$ cat src/hw/rtl/tss_pkg.sv
`timescale 1ns / 1ps
// Shared types and codes for the three-stack memory block.
// No dependencies; every other file imports this package.
package tss_pkg;

  localparam int VALUE_BITS = 32;
  localparam int CAP_BITS   = 7;

  // Capacity register value after reset, and the smallest usable capacity.
  localparam logic [CAP_BITS-1:0] CAP_RESET = 7'd64;
  localparam logic [CAP_BITS-1:0] MIN_CAP   = 7'd3;

  typedef enum logic {
    OP_PUSH = 1'b0,
    OP_POP  = 1'b1
  } tss_op_t;

  typedef enum logic [1:0] {
    SEL_FIRST   = 2'd0,
    SEL_SECOND  = 2'd1,
    SEL_MIDDLE  = 2'd2,
    SEL_INVALID = 2'd3
  } tss_sel_t;

  typedef enum logic [1:0] {
    ST_OK      = 2'd0,
    ST_FULL    = 2'd1,
    ST_EMPTY   = 2'd2,
    ST_INVALID = 2'd3
  } tss_status_t;

  // Per-cycle command broadcast along the row of storage cells.
  typedef struct packed {
    logic shift;
    logic shift_left;
    logic write;
    logic read;
  } tss_cell_ctrl_t;

endpackage

$ cat src/hw/rtl/tss_cell.sv
`timescale 1ns / 1ps
// One storage cell of the shared stack memory: a word plus a read-chain stage.
// Depends on tss_pkg for the command struct.
module tss_cell import tss_pkg::*; #(
  parameter int WORD_BITS = 32,
  parameter int CW        = 7,
  parameter int INDEX     = 0
) (
  input  logic                 clk,
  input  tss_cell_ctrl_t       ctrl,
  input  logic [CW-1:0]        shift_lo,
  input  logic [CW-1:0]        shift_end,
  input  logic [CW-1:0]        waddr,
  input  logic [CW-1:0]        raddr,
  input  logic [WORD_BITS-1:0] wdata,
  input  logic [WORD_BITS-1:0] left_word,
  input  logic [WORD_BITS-1:0] right_word,
  input  logic [WORD_BITS-1:0] carry_in,
  output logic [WORD_BITS-1:0] word,
  output logic [WORD_BITS-1:0] carry
);

  localparam logic [CW-1:0] IDX = CW'(INDEX);

  logic in_range;

  assign in_range = (IDX >= shift_lo) && (IDX < shift_end);

  // A shift takes the neighbor's word; a write loads the pushed word.
  always_ff @(posedge clk) begin
    if (ctrl.shift && in_range) begin
      word <= ctrl.shift_left ? right_word : left_word;
    end else if (ctrl.write && (waddr == IDX)) begin
      word <= wdata;
    end
  end

  // The addressed cell injects its word; every other cell passes its right
  // neighbor's carry one place toward cell zero.
  always_ff @(posedge clk) begin
    if (ctrl.read) begin
      carry <= (raddr == IDX) ? word : carry_in;
    end
  end

endmodule

$ cat config.mk
export PLATFORM = sky130hd
export DESIGN_NAME = tss_cell
export DESIGN_NICKNAME = d
export VERILOG_FILES = /design/src/hw/rtl/tss_pkg.sv /design/src/hw/rtl/tss_cell.sv
export SDC_FILE = /design/constraint.sdc
export NUM_CORES = 1
export LEC_CHECK = 0
export ABC_AREA = 1
export CAP_MARGIN = 20
export CORE_AREA = 2 2 86 88
export CTS_BUF_LIST = sky130_fd_sc_hd__clkbuf_16
export DETAILED_ROUTE_END_ITERATION = 8
export DIE_AREA = 0 0 88 90
export DONT_BUFFER_PORTS = 1
export SYNTH_ARGS = -nofsm -noshare
export SYNTH_HDL_FRONTEND = slang
export SYNTH_SLANG_ARGS = --single-unit
$ cat constraint.sdc
create_clock -name clk -period 3.9 [get_ports clk]
set_input_delay 0.39 -clock clk [delete_from_list [all_inputs] [get_ports clk]]
set_output_delay 0.39 -clock clk [all_outputs]
set_load 0.01 [all_outputs]
# Yosys cells after proc, flatten, opt, wreduce, memory -nomap -nowiden
# Index checks and enable logic that the tools add are counted.
[totals] reg_bits=64 output_inout_bits=64 wordCells=14
[op_classes] order_cmp=2 n_mux=4 n_reduce_logical=6
[op_table] cell="2-to-1 mux 32 bit" n=4
[op_table] cell="zero test 7 bit" n=2
[op_table] cell="greater-or-equal comparator 1 x 7 -> 1 bit, first input constant" n=1
[op_table] cell="less-than comparator 1 x 7 -> 1 bit, first input constant" n=1
[op_table] cell="logical AND 1 bit" n=3
[op_table] cell="nonzero test 2 bit" n=1

# Logic depth before layout (Yosys ltp)
[depth] word_depth=4 depth_mapped=8 depth_no_buf=7

# Least setup slack after synthesis
# No wires, ideal clock.
[synth_timing] path_type="in2reg" start="input port shift_lo[6]" end="register word[0] (enable)" setup_ps=389 arrival_ps=1668 t_required_ps=3511 setup_slack_ps=1842 stages=6 path_buffers=1 path_cell_list="nor2_1 -> nand2_1 -> nor2_4 -> nand2_4 -> buf_6 -> nand2_1"
[synth_between] elab_chain_len=4
[synth_rtl] item="start, declared" line="tss_cell.sv:11" text="input logic [CW-1:0] shift_lo,"
[synth_rtl] item="greater-or-equal comparator 1 x 7 -> 1 bit" line="tss_cell.sv:27" text="assign in_range = (IDX >= shift_lo) && (IDX < shift_end);"
[synth_rtl] item="logical AND 1 bit" line="tss_cell.sv:27"
[synth_rtl] item="logical AND 1 bit" line="tss_cell.sv:31" text="if (ctrl.shift && in_range) begin"
[synth_rtl] item="nonzero test 2 bit (no line)"
[synth_rtl] item="end signal, assigned" line="tss_cell.sv:32" text="word <= ctrl.shift_left ? right_word : left_word;"
[synth_rtl] item="end signal, assigned" line="tss_cell.sv:34" text="word <= wdata;"
[synth_rtl] item="end, declared" line="tss_cell.sv:19" text="output logic [WORD_BITS-1:0] word,"
# No other way between the ends.
# A chain may end at the register's enable or synchronous reset.

# Worst setup path after layout
[layout_timing] start="input port shift_lo[5]" end="register word[11] (enable)"
# The elaborated chain is that of the path after synthesis.

==> impl_results.md <==
* TritonCTS clock tree: yes
* Die Y-Extent at 90 um
* Detailed placement HPWL at 5860 um
* Post-DP Area at 3370 um^2
* CP required at 3.88 ns
* GPL Wtd Cong at 0.778
* # clock sinks at 64
* Initial DRT Pass Iterations at 4
* Post-DRT Antenna Nets at 0
* Post-synthesis simple-gate area fraction at 29.6%
* Die area at 7920 um^2
* Port Buffers at 0
* Crit path kind: in2reg
* DP Cell Count at 485
* Crit. Startpoint: shift_lo[5]
* Share of post-route cells with drive strength above 1 at 4.99%
* Number of max-cap violations at 0
* Path depth of the worst reg2reg path at 2
* Post-synthesis compound-gate area fraction at 4.77%
* Tot Pwr at 1.61 mW
* Main combinational cell family by area after synthesis: simple AND/OR/NAND/NOR gates
* Post-synth top flop: edfxtp_1
* Die width at 88 um
* First-pass GRT wire length at 11,800 um
* Initial Util at 47.8%
* YS warnings at 0
* Power density over the cells at 443 nW/um^2
* Post-Synth XOR/XNOR Area at 0%
* Fin area at 3650 um^2
* Final Worst Setup Slack at 1.79 ns
* Crit path max fanout at 33
* Max-slew violations at 0
* Avg Vias per Cell at 5.14
* Gr usage total at 19.9%
* Post-CTS sizing at 0
* Min-Delay Endpoint: carry[21]
* 1st-iter DRT viols at 95
* R2R Setup Slk at 3.02 ns
* Leak at 1.65 nW
* Post-route minimum period at 2.11 ns
* Root buffer cell: clkbuf_16
* Syn nets at 566
* Post-CTS Setup Bufs at 0
* WL final at 7800 um
* Period Utilization, post-route at 54.1%
* HP Start: ctrl[0]
* Area occupied by registers at 1920 um^2
* CTS buffer count at 9
* Hold path depth at 0
* Initial antenna violation count at 0
* Top-area cell type share of the netlist area at 57.3%
* Hold Path Class: in2reg
* Antenna fix cells at 0
* Nets at 558
* Synthesized-area fraction occupied by adder cells at 0%
* Row cnt at 31
* Reg clk slew, reported paths at 0.05 ns
* WHS at 0.183 ns
* Unrepaired setup endpoints after global routing: false
* CP startpoint kind: input pin
* Worst r2r dst: carry[22]
* Vias in the first global route at 2,396
* Core Util, Final at 51.9%
* Cell variety after synth at 16
* Vias at 2,568
* Worst Clk Skew at 0.00428 ns
* Kind of end point of the critical path: register
* Dominant cells by area after synthesis: edfxtp_1 (57%), nand2_1 (22%), nand3_1 (4.8%), o21ai_0 (4.8%), inv_1 (4.3%)
* Fillers at 645
* Relative slew slack at 50.5%
* FF-to-FF Start: word[22]
* Largest net degree at the start of global routing at 65
* Synthesized cell area at 3350 um^2
* Status: finished clean
* IR drop worst, VDD at 0.212 mV
* Top cells by count, synth: nand2_1 (200), edfxtp_1 (64), inv_1 (38)
* Sequential cell area fraction in the yosys report at 57.3%
* Post-synth EDFFs at 64
* Tightest Pin Transition at 0.741 ns
* Wirelength per Cell at 15.6 um
* Io pins at 225
* Sum Neg Setup Slack at 0 ns
* H-tree Lvls at 3
* Mapped Cells at 405
* Yosys reg bits at 64
* Endpoints failing hold at 0
* Mux cell area share after synthesis at 0%
* Asr flop ratio synth at 0%
* Hold buffers post-CTS at 0
* Most numerous cell in the Yosys netlist: nand2_1
* Residual DRC at 0
* Worst skew pair latency at 0.32 ns
* Max Clk Rate at 0.474 GHz
* CTS max path bufs at 2
* Multi-input logic area at 1150 um^2
* Final setup vio count at 0
* Final Non-Filler Cells at 500
* Core Footprint at 7020 um^2
* Mean post-synth cell area at 8.28 um^2
* GR Overflow Total at 0
* CP Data Arrival Time at 2.09 ns
* Area leader, netlist: edfxtp_1
* Area delta synth->final at 8.69%
* Place WS at 1.42 ns
[flip-flops by register name, summed over array words and instances (netlist names)]
register	cells
carry	32
word	32
[area by class of cell]
type / count / area share [%]
Tap cell: 99 / 3.40
Clock buffer: 9 / 6.18
Clock inverter: 6 / 1.44
Multi-Input combinational cell: 280 / 31.6
Sequential cell: 64 / 52.7
Timing Repair Buffer: 3 / 0.618
Inverter: 39 / 4.02
[worst max path at each step]
stage | end | slack (ns) | cells past startpoint
after global placement | word[6] | 1.47 | 6
after floorplan | word[0] | 1.84 | 6
after global routing | word[7] | 1.60 | 6
after CTS | word[4] | 1.76 | 6
after detailed placement | word[6] | 1.42 | 6
final | word[11] | 1.79 | 6
[worst max-delay path, stage by stage]
cell     delay, ns
nor2_1        0.08
nand2_1       0.08
nor2_4        0.60
nand2_4       0.37
nand2_1       0.16
buf_4         0.37
[power by group]
part | internal (mW) | switching, mW
logic | 0.0289 | 0.0389
registers | 0.785 | 0.0195
clock network | 0.482 | 0.260
total | 1.30 | 0.318
[routing by layer]
metal	track usage, %	share of wire (%)	wire length, um
met1	22.0	36	2840
met2	34.7	50	3930
met3	6.06	11	857
met4	8.46	2.1	165
met5	0	0	0
[placed cells by master, fill, tap and decap left out, types with 2 or more instances in the layout]
cell         n
clkbuf_16    9
o21ai_0     32
nand3_1     32
inv_1       39
edfxtp_1    64
nand2_1    200
nor2_1      10
clkinv_2     3
nor3_1       2
buf_4        3
[cells by family (layout without fill, tap and decap cells)]
| logic type | count (synthesis) | after routing |
|---|---|---|
| simple gates | 248 | 248 |
| buf+inv | 61 | 57 |
| flops | 64 | 64 |
| compound gates | 32 | 32 |
Note: power is estimated with default switching activity, not from simulation.
